**src/rtl/cemt_pkg.sv**
```systemverilog
`timescale 1ns / 1ps
// ----------------------------------------------------------------------------
// cemt_pkg: shared types and codes of the channel enable mask table
// Operation codes, mask control codes, transfer widths and the structs
// that pass between the sequencer, the table and the scan unit.
// ----------------------------------------------------------------------------
package cemt_pkg;

    // transfer widths (fields packed from bit 0, padded to whole bytes)
    localparam int S_TDATA_W = 48;
    localparam int M_TDATA_W = 24;
    localparam int MODE_W    = 3;

    // operation codes carried in s_tuser
    localparam logic [MODE_W-1:0] MODE_WRITE    = 3'd0;
    localparam logic [MODE_W-1:0] MODE_DISABLE  = 3'd1;
    localparam logic [MODE_W-1:0] MODE_CHECK    = 3'd2;
    localparam logic [MODE_W-1:0] MODE_APPLY    = 3'd3;
    localparam logic [MODE_W-1:0] MODE_FEASIBLE = 3'd4;

    // mask control codes
    localparam logic [2:0] CTL_DIRECT = 3'd0;
    localparam logic [2:0] CTL_ALL_ON = 3'd6;

    // one decoded operation as held by the sequencer
    typedef struct packed {
        logic [MODE_W-1:0] mode;
        logic [3:0]        channel;
        logic              freq_defined;
        logic [15:0]       rate_map_in;
        logic [2:0]        mask_control;
        logic [15:0]       chan_mask;
        logic [3:0]        data_rate;
    } cmd_t;

    // result of an operation before it enters the output register
    typedef struct packed {
        logic        flag;
        logic [15:0] enable_mask;
    } res_t;

    // status of the feasibility scan unit
    typedef struct packed {
        logic done;
        logic found;
    } scan_stat_t;

endpackage

```
**src/rtl/channel_enable_mask_table.sv**
```systemverilog
`timescale 1ns / 1ps
// ----------------------------------------------------------------------------
// channel_enable_mask_table: radio channel table with enable mask
// Each item is held in the command register on acceptance; its result is
// loaded into the output register once that is free. The rate feasibility
// test first runs the scan unit, which tests one channel per cycle.
// A new item is taken only in the idle state, after the last result is loaded.
// Reset (aresetn low, synchronous) clears the table, the mask and all control.
// ----------------------------------------------------------------------------
module channel_enable_mask_table #(
    parameter int NUM_CHANNELS = 16
) (
    input  logic                           aclk,
    input  logic                           aresetn,
    input  logic                           s_tvalid,
    output logic                           s_tready,
    // channel[3:0], freq_defined[4], rate_map_in[20:5], mask_control[23:21],
    // chan_mask[39:24], data_rate[43:40], zero[47:44]
    input  logic [cemt_pkg::S_TDATA_W-1:0] s_tdata,
    // mode[2:0]
    input  logic [cemt_pkg::MODE_W-1:0]    s_tuser,
    output logic                           m_tvalid,
    input  logic                           m_tready,
    // flag[0], enable_mask[16:1], zero[23:17]
    output logic [cemt_pkg::M_TDATA_W-1:0] m_tdata
);

    localparam int IDX_W = (NUM_CHANNELS > 1) ? $clog2(NUM_CHANNELS) : 1;

    localparam logic [1:0] ST_IDLE = 2'd0;
    localparam logic [1:0] ST_SCAN = 2'd1;
    localparam logic [1:0] ST_EXEC = 2'd2;

    logic [1:0]                     state_reg, state_next;
    cemt_pkg::cmd_t                 cmd_reg;
    logic                           m_tvalid_reg;
    logic [cemt_pkg::M_TDATA_W-1:0] m_tdata_reg;
    logic                           accept;
    logic                           out_free;
    logic                           commit;
    logic                           scan_start;
    logic                           res_flag;
    cemt_pkg::res_t                 tbl_res;
    cemt_pkg::scan_stat_t           scan_stat;
    logic [IDX_W-1:0]               scan_idx;
    logic [15:0]                    rate_word;
    logic                           en_bit;

    assign s_tready   = state_reg == ST_IDLE;
    assign accept     = s_tvalid && s_tready;
    assign out_free   = !m_tvalid_reg || m_tready;
    assign commit     = (state_reg == ST_EXEC) && out_free;
    assign scan_start = accept && (s_tuser == cemt_pkg::MODE_FEASIBLE);

    // hold the accepted item for the length of its work
    always_ff @(posedge aclk) begin
        if (accept) begin
            cmd_reg.mode         <= s_tuser;
            cmd_reg.channel      <= s_tdata[3:0];
            cmd_reg.freq_defined <= s_tdata[4];
            cmd_reg.rate_map_in  <= s_tdata[20:5];
            cmd_reg.mask_control <= s_tdata[23:21];
            cmd_reg.chan_mask    <= s_tdata[39:24];
            cmd_reg.data_rate    <= s_tdata[43:40];
        end
    end

    // sequencer
    always_comb begin
        state_next = state_reg;
        unique case (state_reg)
            ST_IDLE: begin
                if (scan_start) begin
                    state_next = ST_SCAN;
                end else if (accept) begin
                    state_next = ST_EXEC;
                end
            end
            ST_SCAN: begin
                if (scan_stat.done) begin
                    state_next = ST_EXEC;
                end
            end
            ST_EXEC: begin
                if (out_free) begin
                    state_next = ST_IDLE;
                end
            end
            default: begin
                state_next = ST_IDLE;
            end
        endcase
    end

    always_ff @(posedge aclk) begin
        if (!aresetn) begin
            state_reg <= ST_IDLE;
        end else begin
            state_reg <= state_next;
        end
    end

    cemt_table #(
        .NUM_CHANNELS (NUM_CHANNELS),
        .IDX_W        (IDX_W)
    ) u_table (
        .aclk      (aclk),
        .aresetn   (aresetn),
        .cmd       (cmd_reg),
        .commit    (commit),
        .scan_idx  (scan_idx),
        .res       (tbl_res),
        .rate_word (rate_word),
        .en_bit    (en_bit)
    );

    cemt_scan #(
        .NUM_CHANNELS (NUM_CHANNELS),
        .IDX_W        (IDX_W)
    ) u_scan (
        .aclk      (aclk),
        .aresetn   (aresetn),
        .start     (scan_start),
        .data_rate (cmd_reg.data_rate),
        .rate_word (rate_word),
        .en_bit    (en_bit),
        .idx       (scan_idx),
        .stat      (scan_stat)
    );

    assign res_flag = (cmd_reg.mode == cemt_pkg::MODE_FEASIBLE) ? scan_stat.found
                                                                : tbl_res.flag;

    // output register: load on commit, drop once the transfer is taken
    always_ff @(posedge aclk) begin
        if (!aresetn) begin
            m_tvalid_reg <= 1'b0;
        end else if (commit) begin
            m_tvalid_reg <= 1'b1;
        end else if (m_tready) begin
            m_tvalid_reg <= 1'b0;
        end
    end

    always_ff @(posedge aclk) begin
        if (commit) begin
            m_tdata_reg <= {7'd0, tbl_res.enable_mask, res_flag};
        end
    end

    assign m_tvalid = m_tvalid_reg;
    assign m_tdata  = m_tdata_reg;

endmodule

```
**src/rtl/cemt_table.sv**
```systemverilog
`timescale 1ns / 1ps
// ----------------------------------------------------------------------------
// cemt_table: channel entry store and enable mask
// Holds the defined flags, rate maps and enable mask, works out the result
// of every non-scan operation and updates the store on commit. Offers one
// read port at the scan index for the feasibility unit.
// ----------------------------------------------------------------------------
module cemt_table #(
    parameter int NUM_CHANNELS = 16,
    parameter int IDX_W        = 4
) (
    input  logic                aclk,
    input  logic                aresetn,
    input  cemt_pkg::cmd_t      cmd,
    input  logic                commit,
    input  logic [IDX_W-1:0]    scan_idx,
    output cemt_pkg::res_t      res,
    output logic [15:0]         rate_word,
    output logic                en_bit
);

    localparam logic [15:0] TABLE_MASK = 16'((32'd1 << NUM_CHANNELS) - 32'd1);

    logic [NUM_CHANNELS-1:0] def_reg;
    logic [15:0]             rmap_reg [NUM_CHANNELS];
    logic [15:0]             mask_reg;
    logic [15:0]             mask_next;
    logic [15:0]             def_set;
    logic                    in_table;
    logic [IDX_W-1:0]        wr_idx;
    logic                    flag;

    // widen the defined flags to a 16-bit channel set
    genvar gi;
    generate
        for (gi = 0; gi < 16; gi++) begin : g_defset
            if (gi < NUM_CHANNELS) begin : g_on
                assign def_set[gi] = def_reg[gi];
            end else begin : g_off
                assign def_set[gi] = 1'b0;
            end
        end
    endgenerate

    assign in_table = {1'b0, cmd.channel} < 5'(NUM_CHANNELS);
    assign wr_idx   = cmd.channel[IDX_W-1:0];

    // decode the operation into its flag and next enable mask
    always_comb begin
        flag      = 1'b0;
        mask_next = mask_reg;
        unique case (cmd.mode)
            cemt_pkg::MODE_WRITE: begin
                flag = in_table;
            end
            cemt_pkg::MODE_DISABLE: begin
                if (in_table) begin
                    mask_next = mask_reg & ~(16'd1 << cmd.channel);
                    flag      = mask_reg[cmd.channel];
                end
            end
            cemt_pkg::MODE_CHECK: begin
                if (cmd.mask_control == cemt_pkg::CTL_DIRECT) begin
                    flag = (cmd.chan_mask & ~def_set) == 16'd0;
                end else if (cmd.mask_control == cemt_pkg::CTL_ALL_ON) begin
                    flag = 1'b1;
                end
            end
            cemt_pkg::MODE_APPLY: begin
                if (cmd.mask_control == cemt_pkg::CTL_DIRECT) begin
                    mask_next = cmd.chan_mask & TABLE_MASK;
                end else if (cmd.mask_control == cemt_pkg::CTL_ALL_ON) begin
                    mask_next = def_set;
                end
                flag = mask_next != 16'd0;
            end
            default: begin
                flag = 1'b0;
            end
        endcase
    end

    assign res.flag        = flag;
    assign res.enable_mask = mask_next;

    // scan read port
    assign rate_word = rmap_reg[scan_idx];
    assign en_bit    = mask_reg[scan_idx];

    // update the store when the operation commits
    always_ff @(posedge aclk) begin
        if (!aresetn) begin
            def_reg  <= '0;
            mask_reg <= 16'd0;
            for (int i = 0; i < NUM_CHANNELS; i++) begin
                rmap_reg[i] <= 16'd0;
            end
        end else if (commit) begin
            mask_reg <= mask_next;
            if (in_table && cmd.mode == cemt_pkg::MODE_WRITE) begin
                def_reg[wr_idx]  <= cmd.freq_defined;
                rmap_reg[wr_idx] <= cmd.rate_map_in;
            end else if (in_table && cmd.mode == cemt_pkg::MODE_DISABLE) begin
                def_reg[wr_idx]  <= 1'b0;
                rmap_reg[wr_idx] <= 16'd0;
            end
        end
    end

endmodule

```
**src/rtl/cemt_scan.sv**
```systemverilog
`timescale 1ns / 1ps
// ----------------------------------------------------------------------------
// cemt_scan: feasibility scan unit
// Walks the channels one per cycle, testing the enable bit and the rate
// map bit of the requested data rate in one shared bit test.
// ----------------------------------------------------------------------------
module cemt_scan #(
    parameter int NUM_CHANNELS = 16,
    parameter int IDX_W        = 4
) (
    input  logic                  aclk,
    input  logic                  aresetn,
    input  logic                  start,
    input  logic [3:0]            data_rate,
    input  logic [15:0]           rate_word,
    input  logic                  en_bit,
    output logic [IDX_W-1:0]      idx,
    output cemt_pkg::scan_stat_t  stat
);

    localparam logic [IDX_W-1:0] LAST_IDX = IDX_W'(NUM_CHANNELS - 1);

    logic             running_reg, running_next;
    logic             done_reg, done_next;
    logic             found_reg, found_next;
    logic [IDX_W-1:0] idx_reg, idx_next;

    // advance the scan by one channel a cycle
    always_comb begin
        running_next = running_reg;
        done_next    = done_reg;
        found_next   = found_reg;
        idx_next     = idx_reg;
        if (start) begin
            running_next = 1'b1;
            done_next    = 1'b0;
            found_next   = 1'b0;
            idx_next     = '0;
        end else if (running_reg) begin
            found_next = found_reg | (en_bit & rate_word[data_rate]);
            if (idx_reg == LAST_IDX) begin
                running_next = 1'b0;
                done_next    = 1'b1;
            end else begin
                idx_next = idx_reg + IDX_W'(1);
            end
        end
    end

    always_ff @(posedge aclk) begin
        if (!aresetn) begin
            running_reg <= 1'b0;
            done_reg    <= 1'b0;
            found_reg   <= 1'b0;
            idx_reg     <= '0;
        end else begin
            running_reg <= running_next;
            done_reg    <= done_next;
            found_reg   <= found_next;
            idx_reg     <= idx_next;
        end
    end

    assign idx        = idx_reg;
    assign stat.done  = done_reg;
    assign stat.found = found_reg;

endmodule

```
**config.mk**
```make
export PLATFORM = sky130hd
export DESIGN_NAME = channel_enable_mask_table
export DESIGN_NICKNAME = d
export VERILOG_FILES = /design/src/rtl/cemt_pkg.sv /design/src/rtl/channel_enable_mask_table.sv /design/src/rtl/cemt_table.sv /design/src/rtl/cemt_scan.sv
export SDC_FILE = /design/constraint.sdc
export NUM_CORES = 1
export LEC_CHECK = 0
export ABC_AREA = 1
export BUFFER_PORTS_ARGS = -buffer_cell sky130_fd_sc_hd__clkbuf_2
export CAP_MARGIN = 20
export CORE_AREA = 2 2 195 197
export CTS_CLUSTER_DIAMETER = 120
export DETAILED_ROUTE_END_ITERATION = 16
export DIE_AREA = 0 0 197 199
export PLACE_DENSITY = 0.67
export SYNTH_ARGS = -nofsm -noshare
export SYNTH_HDL_FRONTEND = slang
export SYNTH_SLANG_ARGS = --single-unit
```
**constraint.sdc**
```tcl
create_clock -name aclk -period 12.79 [get_ports aclk]
set_input_delay 0.6395 -clock aclk [delete_from_list [all_inputs] [get_ports aclk]]
set_output_delay 0.6395 -clock aclk [all_outputs]
set_load 0.02 [all_outputs]
```
==> summary.txt, run 1 <==
Run status
  • Status: complete, no violations

Layout
  • Area growth syn-to-layout: 10.08%
  • Most frequent cells in the layout: nand2_1, edfxtp_1, nor2_1
  • Final instance count without filler cells: between 2000 and 2500
  • Commonest non-fill, non-tap cell in the layout: nand2_1
  • Layout cells sized above 1: a little over a tenth
  • Largest register FFs: 256
  • Diode count: 0
  • Number of nets in the layout: around 1800

Placed design
  • Post-DP HPWL: ~28000 um
  • Port Buffers: 69
  • Worst slack at placement: between 8 and 9 ns
  • RePlAce Congestion: 0.9646
  • Placed cell count: about 2100

Power
  • Switching portion of total power: 24.53%
  • Clock power share: approximately 41%
  • Switch Pwr: 0.6621 mW
  • Power per cell area: 148.2 nW/um2
  • Seq pwr share: between 50 and 60%
  • Internal: slightly above 2 mW
  • Leakage power: 7.050 nW
  • VDD IR max: 0.0001000 V
  • Comb power frac: about 8.4%

Yosys
  • Seq/Total Area, Yosys: 63.65%
  • Synthesized cell area: about 17000 um2
  • Share of the synthesized area in the top cell type: around three fifths
  • Post-synth top area cell: edfxtp_1
  • Mapped Cells: 1691
  • Yosys reg bits: 366
  • Main area contributors after synthesis: edfxtp_1, nand2_1, nand3_1
  • Syn_area_per_cell: 9.783 um2
  • Unique masters post-synth: 37
  • Synth warn: 0

STA
  • RSZ-0062 raised after global routing: false
  • Fmax: 0.2777 GHz
  • Setup-failing EPs final: 0
  • Final hold vios: 0
  • Fin crit period: approximately 3.6 ns
  • Clk_skew: 0.02878 ns
  • Hold_ws: 0.2595 ns
  • Setup_tns: 0 ns
  • Fin crit share: between 20 and 30%
  • Worst slew margin: between 30% and 40%
  • Worst-Margin Slew: 1.036 ns
  • Worst setup margin: ~9 ns
  • Final Slew Violations: 0

Drt
  • Vias per inst: 5.531
  • Routed Antenna Nets: 0
  • DRT Wirelength: 44610 um
  • Vias: 12252
  • DR pass1 iterations: 8
  • DR iter-0 viols: between 1000 and 1500
  • Wire per inst: between 20 and 25 um
  • Drt drc: 0

Floorplanning
  • I/O pin count: between 80 and 90
  • Core footprint: between 30000 and 40000 um2
  • Row count: 71
  • Die Y: 199 um
  • Chip Width: 197 um
  • Die area: roughly 39000 um2
  • Initial Utilization: between 40% and 50%

Flow run
  • Max Cap Viol: 0

Clock network
  • TritonCTS clock tree: done
  • Hold buffers post-CTS: 0
  • H-tree levels: 2
  • CTS Sinks: roughly 370
  • Post-cts gate resize count: 0
  • Clock-pin slew of the registers on the worst-case setup and hold paths: 0.06 ns
  • Num CTS Buffers: 39
  • CTS root buffer: clkbuf_16
  • Worst skew pair latency: between 0.5 and 0.6 ns
  • Post-CTS setup buffer count: 0
  • Clock buffer depth: 3

Worst setup path
  • Setup crit start kind: flip-flop
  • Critical-path cell list: inv_1 -> nor2_1 -> nand2_2 -> buf_4 -> inv_2 -> nand3_1 -> nor2_1 -> clkinv_1 -> nand2_1
  • Worst Setup End Kind: flip-flop
  • Worst EP required: between 10 and 15 ns
  • Slowest cell on crit path: nand2_1
  • Critical path buffers and inverters: 4
  • Worst-path fanout max: 34
  • Setup CP Type: reg2reg
  • Worst Path Arrival: 3.76 ns
  • Crit-path leading delay family: simple AND/OR/NAND/NOR gates
  • CP dominant cell by count: nor2_1
  • Worst stage delay on the critical path: 0.94 ns

Global route
  • Vias in the first global route: 11797
  • Gr ovfl total: 0
  • Largest net degree at the start of global routing: 87
  • Wire length of the first global-routing pass: 67480 um
  • Overall routing resource usage: between 20% and 30%
  • Initial antenna violation count: 0

Min path
  • Class of the worst hold path: in2reg
[synth_stat cells, drive strengths merged]
library cell,instances
nand2,371
edfxtp,320
nor2,308
nand3,269
inv,104
buf,91
o21ai,69
dfxtp,46
a21oi,30
clkbuf,18
o22ai,18
a221oi,13
nand4,7
nor3,5
o221ai,5
a32oi,4
clkinv,2
o211ai,2
xor2,2
a211oi,1
a311oi,1
conb,1
ha,1
nand3b,1
nor4,1
o31ai,1
[final timing paths]
check | startpoint | slack (ns) | end | cells past startpoint
max | state_reg[1] | 9.19 | u_table.rmap_reg[9][1] | 9
min | s_tdata[15] | 0.26 | cmd_reg[33] | 1
max reg2reg | state_reg[1] | 9.19 | u_table.rmap_reg[9][1] | 9
min reg2reg | u_scan.done_reg | 0.48 | u_scan.done_reg | 2
[cells by family after synthesis]
kind of cell	Yosys count	synth area share [%]
compound gates	144	5.150
other cells	1	0.02267
xor+xnor	2	0.1059
buf+inv	215	6.323
flops	366	63.65
simple gates	962	24.67
fa+ha+maj	1	0.07562
[area by class of cell]
class / instances / area [um2]
Fill cell: 3389 / 18920
Sequential cell: 366 / 10540
Multi-Input combinational cell: 1116 / 4999
Clock buffer: 52 / 1097
Tap cell: 474 / 593.1
Timing Repair Buffer: 81 / 442.9
Inverter: 106 / 399.1
Clock inverter: 20 / 143.9
[through the flow]
stage          utilization (%)  cell area (um2)  power (mW)
5_1_grt                  49.04            18210       2.785
6_report                 49.04            18210       2.700
3_3_place_gp             45.66            16960       1.623
2_1_floorplan                -            16570       1.552
3_5_place_dp             45.66            16960       1.627
4_1_cts                  49.00            18200       2.713
[power groups by stage]
stage / registers, mW / clock network (mW) / logic (mW)
after floorplan: 1.40 / 0 / 0.149
after global placement: 1.40 / 0 / 0.222
after detailed placement: 1.40 / 0 / 0.224
after CTS: 1.38 / 1.11 / 0.225
after global routing: 1.38 / 1.15 / 0.248
final: 1.38 / 1.09 / 0.226
[layer usage]
layer	GRT usage, %	wire (um)	part of all wire (%)
met1	29.04	18050	40
met2	38.66	21510	48
met5	0	0	0
met3	2.831	2997	6.7
met4	11.28	2043	4.6
Note: power is estimated with default switching activity, not from simulation.
==> inputs of run 2 (changes only) <==
--- a/config.mk
+++ b/config.mk
@@ -5,14 +5,14 @@
 export SDC_FILE = /design/constraint.sdc
 export NUM_CORES = 1
 export LEC_CHECK = 0
-export ABC_AREA = 1
+export ABC_AREA = 0
 export BUFFER_PORTS_ARGS = -buffer_cell sky130_fd_sc_hd__clkbuf_2
 export CAP_MARGIN = 20
-export CORE_AREA = 2 2 195 197
+export CORE_AREA = 2 2 194 196
 export CTS_CLUSTER_DIAMETER = 120
 export DETAILED_ROUTE_END_ITERATION = 16
-export DIE_AREA = 0 0 197 199
-export PLACE_DENSITY = 0.67
+export DIE_AREA = 0 0 196 198
+export PLACE_DENSITY = 0.69
 export SYNTH_ARGS = -nofsm -noshare
 export SYNTH_HDL_FRONTEND = slang
 export SYNTH_SLANG_ARGS = --single-unit
==> constraint.sdc (replaced) <==
create_clock -name aclk -period 2.95 [get_ports aclk]
set_input_delay 0.1475 -clock aclk [delete_from_list [all_inputs] [get_ports aclk]]
set_output_delay 0.1475 -clock aclk [all_outputs]
set_load 0.02 [all_outputs]
==> summary.txt, run 2 <==
Power
  • Overall Power: 11.34 mW (+320%)
  • Power per cell area: 599.1 nW/um2 (+300%)
  • VDD IR max: 0.0003560 V (+260%)
  • Leakage power: 6.971 nW (-1.1%)

Placed design
  • Post-DP HPWL: 27240 um (-1.7%)
  • RePlAce Congestion: 0.8964 (-7.1%)
  • Cell area after placement: 17270 um2 (+1.8%)
  • Port Buffers: 69 (unchanged)

Yosys
  • Seq/Total Area, Yosys: 64.49% (+0.83 points)
  • Post-synth top area cell: edfxtp_1
  • Async SR Flop Fraction: 0% (unchanged)
  • Syn_area_per_cell: 13.40 um2 (+37%)
  • Synthesized cell area: 16330 um2 (-1.3%)
  • Unique masters post-synth: 62 (+68%)
  • Most common library cells after synthesis: edfxtp_1, nor2_1, nand2_1, mux4_2, dfxtp_1
  • Yosys reg bits: 366 (unchanged)
  • Count leader, synth: edfxtp_1
  • Synth warn: 0 (unchanged)
  • Mapped Cells: 1219 (-28%)
  • EDFF count, synth: 320 (unchanged)
  • Share of the synthesized area in the top cell type: 58.85% (+0.76 points)
  • Most used DFF post-synth: edfxtp_1
  • Main area contributors after synthesis: edfxtp_1, mux4_2, nor2_1

Floorplanning
  • Row count: 71 (unchanged)
  • Die area: 38810 um2 (-1.0%)
  • Chip Width: 196 um (-0.51%)
  • Die Y: 198 um (-0.50%)
  • Core footprint: 36960 um2 (-0.48%)
  • Initial Utilization: 44.19% (-0.36 points)
  • I/O pin count: 81 (unchanged)

Clock network
  • Post-CTS setup buffer count: 0 (unchanged)
  • Clock-pin slew of the registers on the worst-case setup and hold paths: 0.06 ns (about the same)
  • TritonCTS clock tree: done
  • Worst skew pair latency: 0.55 ns (about the same)
  • Clock buffer depth: 3 (unchanged)
  • H-tree levels: 2 (unchanged)
  • Num CTS Buffers: 38 (-2.6%)
  • CTS Sinks: 366 (unchanged)
  • CTS root buffer: clkbuf_16

STA
  • Hold_ws: 0.08736 ns (-0.1721 ns)
  • Fin crit share: 91.68% (+64 points)
  • Clk_skew: 0.02507 ns (-0.003706 ns)
  • Final hold vios: 0 (unchanged)
  • Setup_tns: 0 ns (unchanged)
  • Worst-Margin Slew: 0.7245 ns (-0.3110 ns)
  • Fmax: 0.3697 GHz (+33%)
  • Setup-failing EPs final: 0 (unchanged)
  • Final Slew Violations: 0 (unchanged)
  • Worst slew margin: 51.58% (+21 points)
  • RSZ-0062 raised after global routing: false
  • Fin crit period: 2.705 ns (-0.8962 ns)

Drt
  • Drt drc: 0 (unchanged)
  • DR pass1 iterations: 5 (-3)
  • Vias: 10882 (-11%)
  • Vias per inst: 5.879 (+6.3%)
  • Wire per inst: 22.89 um (+14%)
  • DRT Wirelength: 42360 um (-5.0%)
  • Routed Antenna Nets: 0 (unchanged)
  • DR iter-0 viols: 1260 (+21%)

Global route
  • Overall routing resource usage: 22.14% (-0.65 points)
  • Gr ovfl total: 0 (unchanged)
  • Initial antenna violation count: 1 (+1)
  • Wire length of the first global-routing pass: 63680 um (-5.6%)
  • Vias in the first global route: 10509 (-11%)
  • Largest net degree at the start of global routing: 48 (-45%)

Layout
  • Fillcell total: 3086 (-8.9%)
  • Largest register FFs: 256 (unchanged)
  • Final core occ: 51.21% (+2.2 points)
  • Layout cells sized above 1: 19.48% (+8.9 points)
  • Commonest non-fill, non-tap cell in the layout: edfxtp_1
  • FF/Latch Area: 10540 um2 (about the same)
  • Number of nets in the layout: 1404 (-20%)
  • Fin area: 18930 um2 (+3.9%)
  • Area growth syn-to-layout: 15.90%
  • Most frequent cells in the layout: edfxtp_1, nor2_1, nand2_1
  • Multi-input gate area: 5210 um2 (+4.2%)

Worst setup path
  • Setup crit start kind: flip-flop
  • Worst Setup End Kind: flip-flop
  • Worst Path Arrival: 2.97 ns (-0.79 ns)
  • Worst EP required: 3.22 ns (-9.73 ns)
  • Worst-path fanout max: 18 (-47%)
  • Setup CP Type: reg2reg

Run status
  • Status: complete, no violations

Min path
  • Class of the worst hold path: in2reg

Flow run
  • Max Cap Viol: 0 (unchanged)
==> run 2: cell types whose count changed after synthesis, moves of 24 or more <==
cell	delta
a21oi_1	-24
nand3_1	-247
nand2_1	-279
buf_2	-24
mux4_2	+65
clkbuf_1	+26
inv_1	-72
==> run 2: kinds of logic after synthesis <==
kind of cell | synth area share, %
compound gates | 6.329
simple gates | 13.62
other cells | 0.02296
mux | 11.49
fa+ha+maj | 0.07661
xor+xnor | 0.05365
buf+inv | 3.923
flops | 64.49
==> run 2: worst max-delay path, cell delays in order, from the launching register on <==
cell and delay, ns:
edfxtp_1 0.38, or3_1 0.67, a311oi_1 0.45, nand4_1 0.17
or3_1 0.44, o2111ai_1 0.21, o211ai_1 0.11
==> run 2: layout make-up <==
class,instances,share of cell area (%)
flip-flops and latches,366,55.67
multi-input cells,738,27.53
repair buffers,179,6.955
clock buffers,50,5.375
well taps,474,3.134
clock inverters,18,0.8330
inverters,25,0.4958
diodes,1,0.01322
==> run 2: path summary, 6_finish.rpt <==
| path | cells after the start | start | end | slack (ns) |
|---|---|---|---|---|
| setup reg to reg | 6 | cmd_reg[22] | m_tdata[0] | 0.25 |
| setup / recovery | 6 | cmd_reg[22] | m_tdata[0] | 0.25 |
| hold / removal | 4 | s_tvalid | state_reg[0] | 0.09 |
| hold reg to reg | 2 | u_table.def_reg[6] | u_table.def_reg[6] | 0.51 |
==> run 2: power by group <==
part | internal, mW | switching, mW | leakage [nW]
sequential | 5.83 | 0.122 | 3.66
combinational | 0.318 | 0.520 | 2.75
clock | 2.61 | 1.94 | 0.564
==> run 2: timing repair <==
action,in CTS,in global routing
setup endpoints to repair,0,0
endpoints found under the hold margin,48,0
hold buffers,48,0
resized for setup,0,0
==> run 2: metrics by stage <==
stage / worst slack, ns / std cells
final: 0.2454 / 1851
after global placement: 0.2995 / 1734
after CTS: 0.2539 / 1850
after floorplan: 0.02900 / 1225
after global routing: 0.07400 / 1850
after detailed placement: 0.2628 / 1734
==> run 2: routing by layer <==
metal / GRT usage [%] / part of all wire, %
met1: 30.66 / 41
met2: 35.19 / 47
met3: 3.526 / 8.7
met4: 9.091 / 3.6
met5: 0 / 0
==> inputs of run 3 (changes only) <==
--- a/config.mk
+++ b/config.mk
@@ -12,7 +12,8 @@
 export CTS_CLUSTER_DIAMETER = 120
 export DETAILED_ROUTE_END_ITERATION = 16
 export DIE_AREA = 0 0 196 198
-export PLACE_DENSITY = 0.69
+export PLACE_DENSITY = 0.67
+export REMOVE_ABC_BUFFERS = 1
 export SYNTH_ARGS = -nofsm -noshare
 export SYNTH_HDL_FRONTEND = slang
 export SYNTH_SLANG_ARGS = --single-unit
==> constraint.sdc (replaced) <==
create_clock -name aclk -period 2.9 [get_ports aclk]
set_input_delay 0.145 -clock aclk [delete_from_list [all_inputs] [get_ports aclk]]
set_output_delay 0.145 -clock aclk [all_outputs]
set_load 0.02 [all_outputs]
==> summary.txt, run 3 (synthesized netlist as in run 2, its figures left out) <==
Run status
  • Status: complete, no violations

Power
  • Seq pwr share: 52.2% (-0.3 points)
  • Overall Power: 11.57 mW (+2.0%)
  • Switching portion of total power: 23.12% (+0.34 points)
  • Comb power frac: 7.6% (+0.2 points)
  • Power per cell area: 607.3 nW/um2 (+1.4%)
  • Switch Pwr: 2.674 mW (+3.6%)
  • VDD IR max: 0.0004253 V (+19%)
  • Internal: 8.895 mW (+1.6%)
  • Clock power share: 40.2% (about the same)
  • Leakage power: 7.049 nW (+1.1%)

Clock network
  • Clock buffer depth: 3 (unchanged)
  • Post-cts gate resize count: 0 (unchanged)
  • Worst skew pair latency: 0.54 ns (about the same)
  • H-tree levels: 2 (unchanged)
  • Num CTS Buffers: 38 (unchanged)
  • CTS Sinks: 366 (unchanged)
  • Clock-pin slew of the registers on the worst-case setup and hold paths: 0.06 ns (about the same)
  • TritonCTS clock tree: done
  • CTS root buffer: clkbuf_16

Placed design
  • Post-DP HPWL: 27210 um (-0.11%)
  • Cell area after placement: 17390 um2 (+0.71%)
  • Placed cell count: 1748 (+0.81%)
  • Port Buffers: 69 (unchanged)
  • RePlAce Congestion: 0.9487 (+5.8%)

Worst setup path
  • Setup CP Type: reg2reg
  • Worst EP required: 3.15 ns (-0.07 ns)
  • Worst Path Arrival: 2.93 ns (-0.04 ns)
  • Worst-path fanout max: 29 (+11)
  • Worst Setup End Kind: flip-flop
  • Setup crit start kind: flip-flop

Layout
  • Area growth syn-to-layout: 16.65%
  • Fin area: 19050 um2 (+0.65%)
  • Commonest non-fill, non-tap cell in the layout: edfxtp_1
  • Layout cells sized above 1: 20.53% (+1.1 points)
  • Number of nets in the layout: 1418 (+1.0%)
  • Most frequent cells in the layout: edfxtp_1, nor2_1, nand2_1
  • Final instance count without filler cells: 1863 (+0.65%)
  • Largest register FFs: 256 (unchanged)

Floorplanning
  • Initial Utilization: 44.19% (unchanged)
  • I/O pin count: 81 (unchanged)
  • Chip Width: 196 um (unchanged)
  • Core footprint: 36960 um2 (unchanged)
  • Die Y: 198 um (unchanged)
  • Die area: 38810 um2 (unchanged)
  • Row count: 71 (unchanged)

STA
  • Setup_tns: 0 ns (unchanged)
  • RSZ-0062 raised after global routing: false
  • Worst slew margin: 50.31% (-1.3 points)
  • Fmax: 0.3737 GHz (+1.1%)
  • Worst-Margin Slew: 0.7436 ns (+0.01912 ns)
  • Setup-failing EPs final: 0 (unchanged)
  • Fin crit period: 2.676 ns (-0.02828 ns)
  • Fin crit share: 92.29% (+0.61 points)
  • Clk_skew: 0.02519 ns (+0.0001219 ns)
  • Final Slew Violations: 0 (unchanged)
  • Hold_ws: 0.1115 ns (+0.02415 ns)
  • Final hold vios: 0 (unchanged)

Drt
  • DR iter-0 viols: 1239 (-1.7%)
  • Vias: 10888 (+0.055%)
  • Wire per inst: 23.06 um (+0.76%)
  • Vias per inst: 5.844 (-0.59%)
  • DRT Wirelength: 42960 um (+1.4%)
  • Drt drc: 0 (unchanged)
  • DR pass1 iterations: 5 (unchanged)
  • Routed Antenna Nets: 0 (unchanged)

Global route
  • Initial antenna violation count: 0 (-1)
  • Vias in the first global route: 10854 (+3.3%)
  • Wire length of the first global-routing pass: 65530 um (+2.9%)
  • Gr ovfl total: 0 (unchanged)
  • Overall routing resource usage: 22.43% (+0.28 points)
  • Largest net degree at the start of global routing: 48 (unchanged)

Flow run
  • Max Cap Viol: 0 (unchanged)

Min path
  • Class of the worst hold path: in2reg
[run 3: cell types whose count changed in the layout (fill, tap and decap cells not counted), sizes merged]
cell,change
clkbuf,-1
clkinv,-1
bufinv,-1
inv,+1
buf,+14
[run 3: path summary, 6_finish.rpt]
path                      start                  to  slack [ns]  cells past startpoint
min                    s_tvalid        state_reg[0]        0.11                      4
min reg2reg  u_table.def_reg[0]  u_table.def_reg[0]        0.50                      2
max                 cmd_reg[22]          m_tdata[0]        0.22                      7
max reg2reg         cmd_reg[22]          m_tdata[0]        0.22                      7
[run 3: timing repair]
item,4_1_cts,5_1_grt
setup buffers,0,0
hold buffers,48,0
endpoints found under the hold margin,48,0
[run 3: stage by stage]
stage | util (%) | worst slack, ns
floorplan | - | -1.373
global route | 51.54 | 0.07709
global placement | 47.06 | 0.2536
CTS | 51.54 | 0.2435
detailed placement | 47.06 | 0.2547
finish | 51.54 | 0.2237
[run 3: area by class of cell]
class	count	area [um2]
Fill cell	3088	17910
Tap cell	474	593.1
Clock buffer	49	1044
Sequential cell	366	10540
Multi-Input combinational cell	738	5215
Clock inverter	17	131.4
Timing Repair Buffer	193	1434
Inverter	25	93.84
Antenna cell	1	2.502
[run 3: power groups by stage]
stage / clock, mW / sequential (mW) / combinational, mW
2_1_floorplan: 0 / 6.15 / 0.429
3_3_place_gp: 0 / 6.14 / 0.805
3_5_place_dp: 0 / 6.15 / 0.812
4_1_cts: 4.70 / 6.04 / 0.868
5_1_grt: 4.90 / 6.06 / 0.935
6_report: 4.65 / 6.04 / 0.875
[run 3: critical path: stages, from the launching register on]
cell	delay, ns
edfxtp_1	0.35
buf_4	0.29
nand3b_2	0.36
a311oi_1	0.46
nand4_1	0.18
or3_1	0.43
o2111ai_1	0.19
o211ai_1	0.14
[run 3: per-layer routing]
layer	global-route usage (%)	vias to the layer above	share of wire (%)
met5	0	-	0
met4	7.688	0	3.1
met3	2.998	87	7.6
met2	37.52	555	49
met1	30.42	5399	41
li1	-	4847	-
